--- src/add_sub_cmp_instruction_decoder_unit_macros.svh ---
// Assertion macros shared by the decoder RTL.
`ifndef ADD_SUB_CMP_INSTRUCTION_DECODER_UNIT_MACROS_SVH
`define ADD_SUB_CMP_INSTRUCTION_DECODER_UNIT_MACROS_SVH

// Same-cycle implication, checked on every rising edge outside reset.
`define ASCID_ASSERT_NOW(lbl, ante, cons, msg) \
  lbl: assert property (@(posedge clk) disable iff (!rst_n) (ante) |-> (cons)) else $error(msg);

// Next-cycle implication, checked on every rising edge outside reset.
`define ASCID_ASSERT_NEXT(lbl, ante, cons, msg) \
  lbl: assert property (@(posedge clk) disable iff (!rst_n) (ante) |=> (cons)) else $error(msg);

`endif

--- src/ascid_pkg.sv ---
// Types, codes and decode functions for the ADD/SUB/CMP instruction decoder.
package ascid_pkg;

  // Operation codes.
  localparam logic [1:0] OP_ADD   = 2'd0;
  localparam logic [1:0] OP_SUB   = 2'd1;
  localparam logic [1:0] OP_CMP   = 2'd2;
  localparam logic [1:0] OP_OTHER = 2'd3;

  // Instruction form codes.
  localparam logic [1:0] FORM_RM      = 2'd0;
  localparam logic [1:0] FORM_IMM_RM  = 2'd1;
  localparam logic [1:0] FORM_IMM_ACC = 2'd2;
  localparam logic [1:0] FORM_NONE    = 2'd3;

  // Opcode masks and base values.
  localparam logic [7:0] OPC_QUAD_MASK = 8'b1111_1100;
  localparam logic [7:0] OPC_PAIR_MASK = 8'b1111_1110;
  localparam logic [7:0] OPC_BASE_MASK = 8'b1111_1000;
  localparam logic [7:0] OPC_ADD_BASE  = 8'h00;
  localparam logic [7:0] OPC_SUB_BASE  = 8'h28;
  localparam logic [7:0] OPC_CMP_BASE  = 8'h38;
  localparam logic [7:0] OPC_GRP_BASE  = 8'h80;
  localparam logic [7:0] OPC_ADD_ACC   = 8'h04;
  localparam logic [7:0] OPC_SUB_ACC   = 8'h2C;
  localparam logic [7:0] OPC_CMP_ACC   = 8'h3C;

  // Group selector values in the ModRM reg bits.
  localparam logic [2:0] SEL_ADD = 3'd0;
  localparam logic [2:0] SEL_SUB = 3'd5;
  localparam logic [2:0] SEL_CMP = 3'd7;

  // ModRM special values.
  localparam logic [1:0] MOD_NO_DISP = 2'd0;
  localparam logic [1:0] MOD_DISP8   = 2'd1;
  localparam logic [1:0] MOD_DISP16  = 2'd2;
  localparam logic [1:0] MOD_REG     = 2'd3;
  localparam logic [2:0] RM_DIRECT   = 3'b110;

  localparam int RES_W   = 49;
  localparam int TDATA_W = 56;

  // One decoded result; the last member sits in the lowest bits.
  typedef struct packed {
    logic [2:0]  length;
    logic [15:0] immediate;
    logic [15:0] displacement;
    logic [2:0]  rm_field;
    logic [2:0]  reg_field;
    logic [1:0]  mode_field;
    logic        reg_is_dest;
    logic        wide;
    logic [1:0]  form;
    logic [1:0]  operation;
  } result_t;

  // Classify an opcode into one of the three forms, or FORM_NONE.
  function automatic logic [1:0] form_of(input logic [7:0] opc);
    logic [7:0] q;
    logic [7:0] h;
    q = opc & OPC_QUAD_MASK;
    h = opc & OPC_PAIR_MASK;
    if (q == OPC_ADD_BASE || q == OPC_SUB_BASE || q == OPC_CMP_BASE) begin
      return FORM_RM;
    end else if (q == OPC_GRP_BASE) begin
      return FORM_IMM_RM;
    end else if (h == OPC_ADD_ACC || h == OPC_SUB_ACC || h == OPC_CMP_ACC) begin
      return FORM_IMM_ACC;
    end
    return FORM_NONE;
  endfunction

  // Operation taken from the high opcode bits.
  function automatic logic [1:0] base_op(input logic [7:0] opc);
    logic [7:0] b;
    b = opc & OPC_BASE_MASK;
    if (b == OPC_ADD_BASE) return OP_ADD;
    if (b == OPC_SUB_BASE) return OP_SUB;
    if (b == OPC_CMP_BASE) return OP_CMP;
    return OP_OTHER;
  endfunction

  // Number of displacement bytes that follow the ModRM byte.
  function automatic logic [1:0] disp_len(input logic [7:0] opc, input logic [7:0] modrm);
    logic [1:0] md;
    md = modrm[7:6];
    if (form_of(opc) == FORM_IMM_ACC) return 2'd0;
    if (md == MOD_NO_DISP && modrm[2:0] == RM_DIRECT) return 2'd2;
    if (md == MOD_DISP8) return 2'd1;
    if (md == MOD_DISP16) return 2'd2;
    return 2'd0;
  endfunction

  // Number of immediate bytes of the instruction.
  function automatic logic [1:0] imm_len(input logic [7:0] opc);
    logic [1:0] f;
    f = form_of(opc);
    if (f == FORM_IMM_RM) return (opc[0] && !opc[1]) ? 2'd2 : 2'd1;
    if (f == FORM_IMM_ACC) return opc[0] ? 2'd2 : 2'd1;
    return 2'd0;
  endfunction

  // Assemble the result from the collected instruction bytes.
  function automatic result_t build_result(input logic [7:0]  opc,
                                           input logic [7:0]  modrm,
                                           input logic [15:0] disp,
                                           input logic [15:0] imm,
                                           input logic [2:0]  len);
    result_t    r;
    logic [1:0] f;
    r = '0;
    f = form_of(opc);
    if (f == FORM_NONE) begin
      // An unknown opcode reports only its own byte.
      r.operation = OP_OTHER;
      r.length    = len;
    end else begin
      r.immediate = imm;
      if (f == FORM_IMM_RM) begin
        unique case (modrm[5:3])
          SEL_ADD: r.operation = OP_ADD;
          SEL_SUB: r.operation = OP_SUB;
          SEL_CMP: r.operation = OP_CMP;
          default: r.operation = OP_OTHER;
        endcase
        // Byte immediate sign-extended to a word operand.
        if (opc[1] && opc[0]) begin
          r.immediate = {{8{imm[7]}}, imm[7:0]};
        end
      end else begin
        r.operation = base_op(opc);
      end
      r.form        = f;
      r.wide        = opc[0];
      r.reg_is_dest = (f == FORM_RM) ? opc[1] : 1'b0;
      if (f == FORM_IMM_ACC) begin
        r.mode_field = MOD_REG;
        r.reg_field  = 3'd0;
        r.rm_field   = 3'd0;
      end else begin
        r.mode_field = modrm[7:6];
        r.reg_field  = modrm[5:3];
        r.rm_field   = modrm[2:0];
      end
      r.displacement = disp;
      r.length       = len;
    end
    return r;
  endfunction

endpackage

--- src/add_sub_cmp_instruction_decoder_unit.sv ---
// Byte-serial decoder for the 16-bit ADD, SUB and CMP instruction forms.
// Takes one instruction byte per cycle; a byte can be accepted every cycle unless a stalled result holds off input.
// A result is valid in the cycle after the last byte of its instruction is accepted.
// A stalled result holds off input; the next byte enters as the result is taken.
// Throughput is one byte per cycle while the receiver is ready.
// Synchronous active-low reset rewinds the parser and empties the output register.
module add_sub_cmp_instruction_decoder_unit
  import ascid_pkg::*;
(
  input  logic               clk,
  input  logic               rst_n,
  input  logic               in_tvalid,
  output logic               in_tready,
  input  logic [7:0]         in_tdata,   // [7:0] instr_byte
  output logic               out_tvalid,
  input  logic               out_tready,
  // [1:0] operation, [3:2] form, [4] wide, [5] reg_is_dest, [7:6] mode_field,
  // [10:8] reg_field, [13:11] rm_field, [29:14] displacement,
  // [45:30] immediate, [48:46] length, [55:49] zero
  output logic [TDATA_W-1:0] out_tdata
);

`include "add_sub_cmp_instruction_decoder_unit_macros.svh"

  // Parser phases.
  localparam logic [2:0] PH_OPCODE  = 3'd0;
  localparam logic [2:0] PH_MODRM   = 3'd1;
  localparam logic [2:0] PH_DISP_LO = 3'd2;
  localparam logic [2:0] PH_DISP_HI = 3'd3;
  localparam logic [2:0] PH_IMM_LO  = 3'd4;
  localparam logic [2:0] PH_IMM_HI  = 3'd5;

  logic [2:0]  phase_r,  phase_nxt;
  logic [7:0]  opcode_r, opcode_nxt;
  logic [7:0]  modrm_r,  modrm_nxt;
  logic [15:0] disp_r,   disp_nxt;
  logic [15:0] imm_r,    imm_nxt;
  logic [2:0]  bytes_r,  bytes_nxt;
  logic        emit_nxt;
  logic        in_fire;
  logic        out_valid_r;
  result_t     res_r, res_nxt;

  assign in_tready = !out_valid_r || out_tready;
  assign in_fire   = in_tvalid && in_tready;

  // Next parser state for the incoming byte.
  always_comb begin
    phase_nxt  = phase_r;
    opcode_nxt = opcode_r;
    modrm_nxt  = modrm_r;
    disp_nxt   = disp_r;
    imm_nxt    = imm_r;
    bytes_nxt  = bytes_r + 3'd1;
    emit_nxt   = 1'b0;
    unique case (phase_r)
      PH_MODRM: begin
        modrm_nxt = in_tdata;
        if (disp_len(opcode_r, in_tdata) != 2'd0) begin
          phase_nxt = PH_DISP_LO;
        end else if (imm_len(opcode_r) != 2'd0) begin
          phase_nxt = PH_IMM_LO;
        end else begin
          emit_nxt = 1'b1;
        end
      end
      PH_DISP_LO: begin
        disp_nxt = {8'h00, in_tdata};
        if (disp_len(opcode_r, modrm_r) == 2'd2) begin
          phase_nxt = PH_DISP_HI;
        end else if (imm_len(opcode_r) != 2'd0) begin
          phase_nxt = PH_IMM_LO;
        end else begin
          emit_nxt = 1'b1;
        end
      end
      PH_DISP_HI: begin
        disp_nxt = {in_tdata, disp_r[7:0]};
        if (imm_len(opcode_r) != 2'd0) begin
          phase_nxt = PH_IMM_LO;
        end else begin
          emit_nxt = 1'b1;
        end
      end
      PH_IMM_LO: begin
        imm_nxt = {8'h00, in_tdata};
        if (imm_len(opcode_r) == 2'd2) begin
          phase_nxt = PH_IMM_HI;
        end else begin
          emit_nxt = 1'b1;
        end
      end
      PH_IMM_HI: begin
        imm_nxt  = {in_tdata, imm_r[7:0]};
        emit_nxt = 1'b1;
      end
      default: begin
        // Opcode byte starts a new instruction.
        opcode_nxt = in_tdata;
        modrm_nxt  = 8'h00;
        disp_nxt   = 16'h0000;
        imm_nxt    = 16'h0000;
        bytes_nxt  = 3'd1;
        if (form_of(in_tdata) == FORM_NONE) begin
          phase_nxt = PH_OPCODE;
          emit_nxt  = 1'b1;
        end else if (form_of(in_tdata) == FORM_IMM_ACC) begin
          phase_nxt = PH_IMM_LO;
        end else begin
          phase_nxt = PH_MODRM;
        end
      end
    endcase
    if (emit_nxt) begin
      phase_nxt = PH_OPCODE;
    end
  end

  // Result fields from the state as it stands after this byte.
  always_comb begin
    res_nxt = build_result(opcode_nxt, modrm_nxt, disp_nxt, imm_nxt, bytes_nxt);
  end

  // Parser state registers.
  always_ff @(posedge clk) begin
    if (!rst_n) begin
      phase_r  <= PH_OPCODE;
      opcode_r <= 8'h00;
      modrm_r  <= 8'h00;
      disp_r   <= 16'h0000;
      imm_r    <= 16'h0000;
      bytes_r  <= 3'd0;
    end else if (in_fire) begin
      phase_r  <= phase_nxt;
      opcode_r <= opcode_nxt;
      modrm_r  <= modrm_nxt;
      disp_r   <= disp_nxt;
      imm_r    <= imm_nxt;
      bytes_r  <= bytes_nxt;
    end
  end

  // Output register: loads on a finishing byte, empties when taken.
  always_ff @(posedge clk) begin
    if (!rst_n) begin
      out_valid_r <= 1'b0;
    end else if (in_fire && emit_nxt) begin
      out_valid_r <= 1'b1;
    end else if (out_tready) begin
      out_valid_r <= 1'b0;
    end
  end

  always_ff @(posedge clk) begin
    if (in_fire && emit_nxt) begin
      res_r <= res_nxt;
    end
  end

  assign out_tvalid = out_valid_r;
  assign out_tdata  = {{(TDATA_W - RES_W){1'b0}}, res_r};

  // Checks on the parser and the output register.
  `ASCID_ASSERT_NEXT(a_emit_rewinds, in_fire && emit_nxt, phase_r == PH_OPCODE,
                     "phase not reset after result")
  `ASCID_ASSERT_NOW(a_len_range, out_valid_r,
                    res_r.length != 3'd0 && res_r.length <= 3'd6,
                    "result length out of range")
  `ASCID_ASSERT_NOW(a_unknown_len,
                    out_valid_r && res_r.operation == OP_OTHER && res_r.form == FORM_RM,
                    res_r.length == 3'd1, "unknown opcode result longer than one byte")
  `ASCID_ASSERT_NOW(a_mid_instr_count, phase_r != PH_OPCODE, bytes_r != 3'd0,
                    "byte count empty inside an instruction")
  `ASCID_ASSERT_NOW(a_stall_blocks_input, out_valid_r && !out_tready, !in_tready,
                    "input taken while result stalled")

endmodule

--- config.mk ---
export PLATFORM = sky130hd
export DESIGN_NAME = add_sub_cmp_instruction_decoder_unit
export DESIGN_NICKNAME = d
export VERILOG_FILES = /design/src/ascid_pkg.sv /design/src/add_sub_cmp_instruction_decoder_unit.sv
export VERILOG_INCLUDE_DIRS = /design/src /design/src/src
export SDC_FILE = /design/constraint.sdc
export NUM_CORES = 1
export LEC_CHECK = 0
export BUFFER_PORTS_ARGS = -buffer_cell sky130_fd_sc_hd__buf_4
export CAP_MARGIN = 0
export CORE_ASPECT_RATIO = 1.5
export CORE_MARGIN = 2
export CORE_UTILIZATION = 35
export CTS_CLUSTER_DIAMETER = 80
export DETAILED_ROUTE_END_ITERATION = 7
export PLACE_DENSITY = 0.63
export SLEW_MARGIN = 10
export SYNTH_ARGS = -nofsm -noshare
export SYNTH_HDL_FRONTEND = slang
export SYNTH_SLANG_ARGS = --single-unit
--- constraint.sdc ---
create_clock -name clk -period 9 [get_ports clk]
set_clock_uncertainty 0.15 [all_clocks]
set_input_delay 1.8 -clock clk [delete_from_list [all_inputs] [get_ports clk]]
set_output_delay 1.8 -clock clk [all_outputs]
set_load 0.005 [all_outputs]
Word level (Yosys, flattened, before mapping)
Cells that the tools add are included.
{"block": "totals", "mem_bits_rw": 0, "mem_bits_ro": 0, "reg_bits": 104, "memories": 0, "out_inout_bits": 58, "word_cells": 306, "inputBits": 12, "latchBits": 0}
{"block": "op_classes", "div_mod_pow": 0, "n_mul": 0, "n_bitwise": 1, "eq_ne": 55, "reduce_logical": 41, "muxes": 191, "shifts": 0, "magnitude_cmp": 0, "n_addsub": 1}
{"op": "2-bit two-way mux", "n": 79}
{"op": "16-bit one-hot mux with 3 select lines", "n": 2}
{"op": "1-bit two-way mux", "n": 93}
{"op": "7-bit by 5-bit equality test with 1-bit output (second input constant)", "n": 6}
{"op": "6-bit by 4-bit equality test with 1-bit output (second input constant)", "n": 6}
{"op": "8-bit logical NOT", "n": 4}
{"op": "16-bit two-way mux", "n": 2}
{"op": "3-bit two-way mux", "n": 10}
{"op": "2-bit equality test (second input constant)", "n": 14}
{"op": "7-bit by 2-bit equality test with 1-bit output (second input constant)", "n": 3}
{"op": "3-bit equality test (second input constant)", "n": 6}
{"op": "6-bit equality test (second input constant)", "n": 3}
{"op": "8-bit one-hot mux with 2 select lines", "n": 1}
{"op": "3-bit one-hot mux with 5 select lines", "n": 1}
{"op": "2-bit by 1-bit equality test with 1-bit output (second input constant)", "n": 7}
{"op": "1-bit logical OR", "n": 13}
{"op": "5-bit by 3-bit equality test with 1-bit output (second input constant)", "n": 2}
{"op": "2-bit nonzero test", "n": 5}
{"op": "8-bit two-way mux", "n": 1}
{"op": "4-bit inequality test (second input constant)", "n": 2}
{"op": "3-bit by 2-bit equality test with 1-bit output (second input constant)", "n": 2}
{"op": "1-bit logical AND", "n": 6}
{"op": "2-bit logical NOT", "n": 3}
{"op": "3-bit inequality test (second input constant)", "n": 2}
{"op": "other kinds (13)", "n": 16}

Longest topological paths before layout
{"block": "logic_depth", "depth_word": 49, "depth_mapped": 13, "mapped_depth_nobuf": 7}

Worst setup path before layout
No wires, ideal clock.
{"block": "synth_timing", "kind": "input-to-reg", "start": "input port in_tdata[2]", "end": "register res_r, in the netlist out_tdata[0], enable pin", "path_stages": 5, "setup_time_ns": 0.485, "path_buffers": 0, "arrival_time_ns": 5.007, "required_ns": 8.365, "path_slack_ns": 3.358, "path_cell_list": "and3b_1 > o31a_1 > o22ai_1 > nand3_1 > a31oi_1"}
{"block": "synth_via", "elab_chain_cells": 14, "elab_cells_between_ends": 38, "classes_between": "eq/ne: 8; mux: 22; reduce/logical: 8"}
{"item": "start: declaration", "line": "add_sub_cmp_instruction_decoder_unit.sv:14", "text": "input logic [7:0] in_tdata,"}
{"item": "3-bit equality test", "line": "ascid_pkg.sv:88", "text": "if (md == MOD_NO_DISP && modrm[2:0] == RM_DIRECT) return 2'd2;"}
{"item": "1-bit logical AND", "line": "ascid_pkg.sv:88"}
{"item": "2-bit two-way mux", "line": "ascid_pkg.sv:88"}
{"item": "2-bit two-way mux", "line": "ascid_pkg.sv:89", "text": "if (md == MOD_DISP8) return 2'd1;"}
{"item": "2-bit two-way mux", "line": "ascid_pkg.sv:90", "text": "if (md == MOD_DISP16) return 2'd2;"}
{"item": "2-bit two-way mux", "line": "ascid_pkg.sv:91", "text": "return 2'd0;"}
{"item": "2-bit two-way mux", "line": "ascid_pkg.sv:90"}
{"item": "2-bit two-way mux", "line": "ascid_pkg.sv:89"}
{"item": "2-bit two-way mux", "line": "ascid_pkg.sv:88"}
{"item": "2-bit two-way mux", "line": "add_sub_cmp_instruction_decoder_unit.sv:56", "text": "unique case (phase_r)"}
{"item": "2-bit nonzero test", "line": "add_sub_cmp_instruction_decoder_unit.sv:59", "text": "if (disp_len(opcode_r, in_tdata) != 2'd0) begin"}
{"item": "1-bit two-way mux", "line": "add_sub_cmp_instruction_decoder_unit.sv:59"}
{"item": "1-bit one-hot mux with 5 select lines *", "line": "add_sub_cmp_instruction_decoder_unit.sv:56"}
{"item": "1-bit logical AND *", "line": "add_sub_cmp_instruction_decoder_unit.sv:155", "text": "if (in_fire && emit_nxt) begin"}
{"item": "end signal: assignment", "line": "add_sub_cmp_instruction_decoder_unit.sv:156", "text": "res_r <= res_nxt;"}
{"item": "end: declaration", "line": "add_sub_cmp_instruction_decoder_unit.sv:42", "text": "result_t res_r, res_nxt;"}
Every way passes the cells marked *; elsewhere a longest branch is shown, timed or not. The select of a mux whose other input is x is not followed.
A chain may end at the register's enable or synchronous reset.

Worst setup path after layout
{"block": "layout_timing", "start": "input port out_tready", "end": "output port in_tready"}
{"block": "layout_via", "elab_chain_cells": 1}
{"item": "start: declaration", "line": "add_sub_cmp_instruction_decoder_unit.sv:16", "text": "input logic out_tready,"}
{"item": "1-bit logical OR", "line": "add_sub_cmp_instruction_decoder_unit.sv:44", "text": "assign in_tready = !out_valid_r || out_tready;"}
{"item": "end: declaration", "line": "add_sub_cmp_instruction_decoder_unit.sv:13", "text": "output logic in_tready,"}
No other way between the ends.

==> flow_summary.ini <==
[status]
status = complete, no violations

[synthesis]
synth_top_area_share_pct = 29.77
ys_ff_latch = 104
synth-async-reset-ratio_pct = 0
yosys.area.top_type = edfxtp_1
syn_area_um2 = 4942
ys_types = 53
synth_edf_count = 49
syn_inst = 464
synth_ff_type = dfxtp_1
synth.area.top_cells = edfxtp_1 (30%), dfxtp_1 (22%), a22oi_1 (9.6%)
synth_common_cells = a22oi_1 (63), dfxtp_1 (55), edfxtp_1 (49)
avgSynthCellArea_um2 = 10.65
synth.most_common_cell = a22oi_1
yosysWarnings = 0
yosysSeqAreaShare_pct = 52.05

[cts]
cts_tree = built
ctsHoldBuffers = 0
htreeDepth = 3
max-clock-path-buffers = 2
clkLatencyLatePin_ns = 0.34
cts_resized = 0
cts_sinks = 104
root_buffer = clkbuf_16
cts_made_buffers = 9
clk_pin_slew_worst_paths_ns = 0.06
cts_setup_buffers = 0

[floorplan]
dieWidth_um = 101.0
dieArea_um2 = 15110
io_pins = 70
initial_core_util_pct = 35.49
dieHeight_um = 149.5
row_count = 53
coreArea_um2 = 13930

[critical_path]
startpoint_type = input port
critPathMaxFanout = 4
arrival_ns = 2.25
critPathCaptureType = output pin
timing_worst_setup_path_type = input port to output pin
required_ns = 7.05

[route]
vias = 3748
firstDrtPassIters = 5
drt_iter0_drc = 294
vias_per_cell = 5.553
finalWirelength_um = 11740
drcViolationCount = 0
wl_per_cell_um = 17.40
ant_nets = 0

[sta]
tightest_slew_ns = 0.9552
fmax_ghz = 0.2381
hold_viol_final = 0
finalCriticalPeriod_ns = 4.199
slew_viol_final = 0
setup_violations = 0
hold_slack_ns = 0.3301
setup_tns_ns = 0
rsz0062_at_grt = no
slew_headroom_pct = 36.09
min_period_over_period_pct = 46.66
setup_ws_ns = 4.801

[placement]
post-place-ws_ns = 4.728
port_buffers = 62
place_hpwl_um = 7929
gp_congestion = 0.8207

[finish]
final_core_util_pct = 41.31
nets = 518
antenna_cells = 0
drive_gt1_share_pct = 20.20
fillers = 1350
syn2layout_area_growth_pct = 16.41

[pwr]
peakVddDrop_uv = 108.8
finalPower_w = 0.001041
power.density_nw_per_um2 = 181.0
p_leak_nw = 2.085

[global_route]
antenna_found_initial = 0
grt_max_degree = 57
grt_pass1_wl_um = 19390
grt_pass1_vias = 3684
grt_util_all_layers_pct = 16.23
overflow = 0

[min_path]
min_path_type = register to register

[run]
cap_violations = 0
## flip-flops by register name, summed over array words and instances, names as in the netlist
signal      flops
out_tdata      49
disp_r         16
imm_r          16
modrm_r         8
opcode_r        8
bytes_r         3
phase_r         3
out_tvalid      1
## critical path, stage by stage
cell	delay [ns]
buf_4	0.10
nand2b_1	0.19
buf_4	0.16
## power by group
group / leakage, nW / switching, W / internal (W) / total, W
clock: 0.158 / 0.000166 / 0.000271 / 0.000437
sequential: 0.932 / 0.00000932 / 0.000513 / 0.000522
combinational: 0.995 / 0.0000500 / 0.0000317 / 0.0000817
## stage by stage
stage | cells | instance area [um^2]
finish | 675 | 5753
global route | 675 | 5753
CTS | 675 | 5753
detailed placement | 659 | 5423
global placement | 659 | 5423
floorplan | 470 | 4965
## cells in the final DEF, fill, tap and decap left out, types with 2 or more instances in the layout
cell type / n
buf_4: 64
a22oi_1: 63
dfxtp_1: 55
edfxtp_1: 49
nand2_1: 42
nor2_1: 38
nor2b_1: 31
nor2_4: 20
a21oi_1: 12
o211a_1: 12
nand3_1: 11
a221oi_1: 10
o21ai_0: 9
clkbuf_16: 9
conb_1: 7
nor3_1: 6
a21boi_0: 6
and2_1: 5
nand2b_1: 5
mux2i_1: 5
nor3b_1: 5
or3_1: 4
inv_1: 4
clkbuf_1: 3
bufinv_16: 3
a21o_1: 2
nor4b_1: 2
xnor2_1: 2
or2_1: 2
## layout make-up
| type | instances | area [um^2] | share of cell area, % |
|---|---|---|---|
| flip-flops and latches | 104 | 2572 | 44.72 |
| multi-input cells | 322 | 2148 | 37.34 |
| repair buffers | 64 | 480.5 | 8.351 |
| clock buffers | 12 | 236.5 | 4.110 |
| well taps | 165 | 206.4 | 3.589 |
| clock inverters | 4 | 93.84 | 1.631 |
| inverters | 4 | 15.01 | 0.2610 |
## path summary, 6_finish.rpt
kind                                  to                    start  cells after the start  slack, ns
max                            in_tready               out_tready                      3       4.80
min              bytes_r[1]$_SDFFE_PN0P_  bytes_r[1]$_SDFFE_PN0P_                      2       0.33
max reg2reg  out_tdata[41]$_SDFFCE_PN0P_  phase_r[1]$_SDFFE_PN0P_                      6       5.42
min reg2reg      bytes_r[1]$_SDFFE_PN0P_  bytes_r[1]$_SDFFE_PN0P_                      2       0.33
## logic make-up (layout without fill, tap and decap cells)
logic type                 Yosys count  count (layout)  synth area share, %
other                                1               7              0.07588
DFF                                104             104                52.05
buffers and inverters               44              84                5.240
and+or+nand+nor                    178             178                20.76
adders and majority gates            1               1               0.2531
muxes                                6               6                1.468
xor gates and xnor gates             3               3               0.5317
AOI/OAI and AO/OA                  127             127                19.62
## metal layers
metal	track usage, %	up-vias	part of all wire (%)
met5	0	-	0
met4	6.892	0	2.8
met3	3.316	25	6.0
met2	27.30	138	51
met1	20.07	1805	40
li1	-	1780	-
Power figures use the tool's default switching activity.
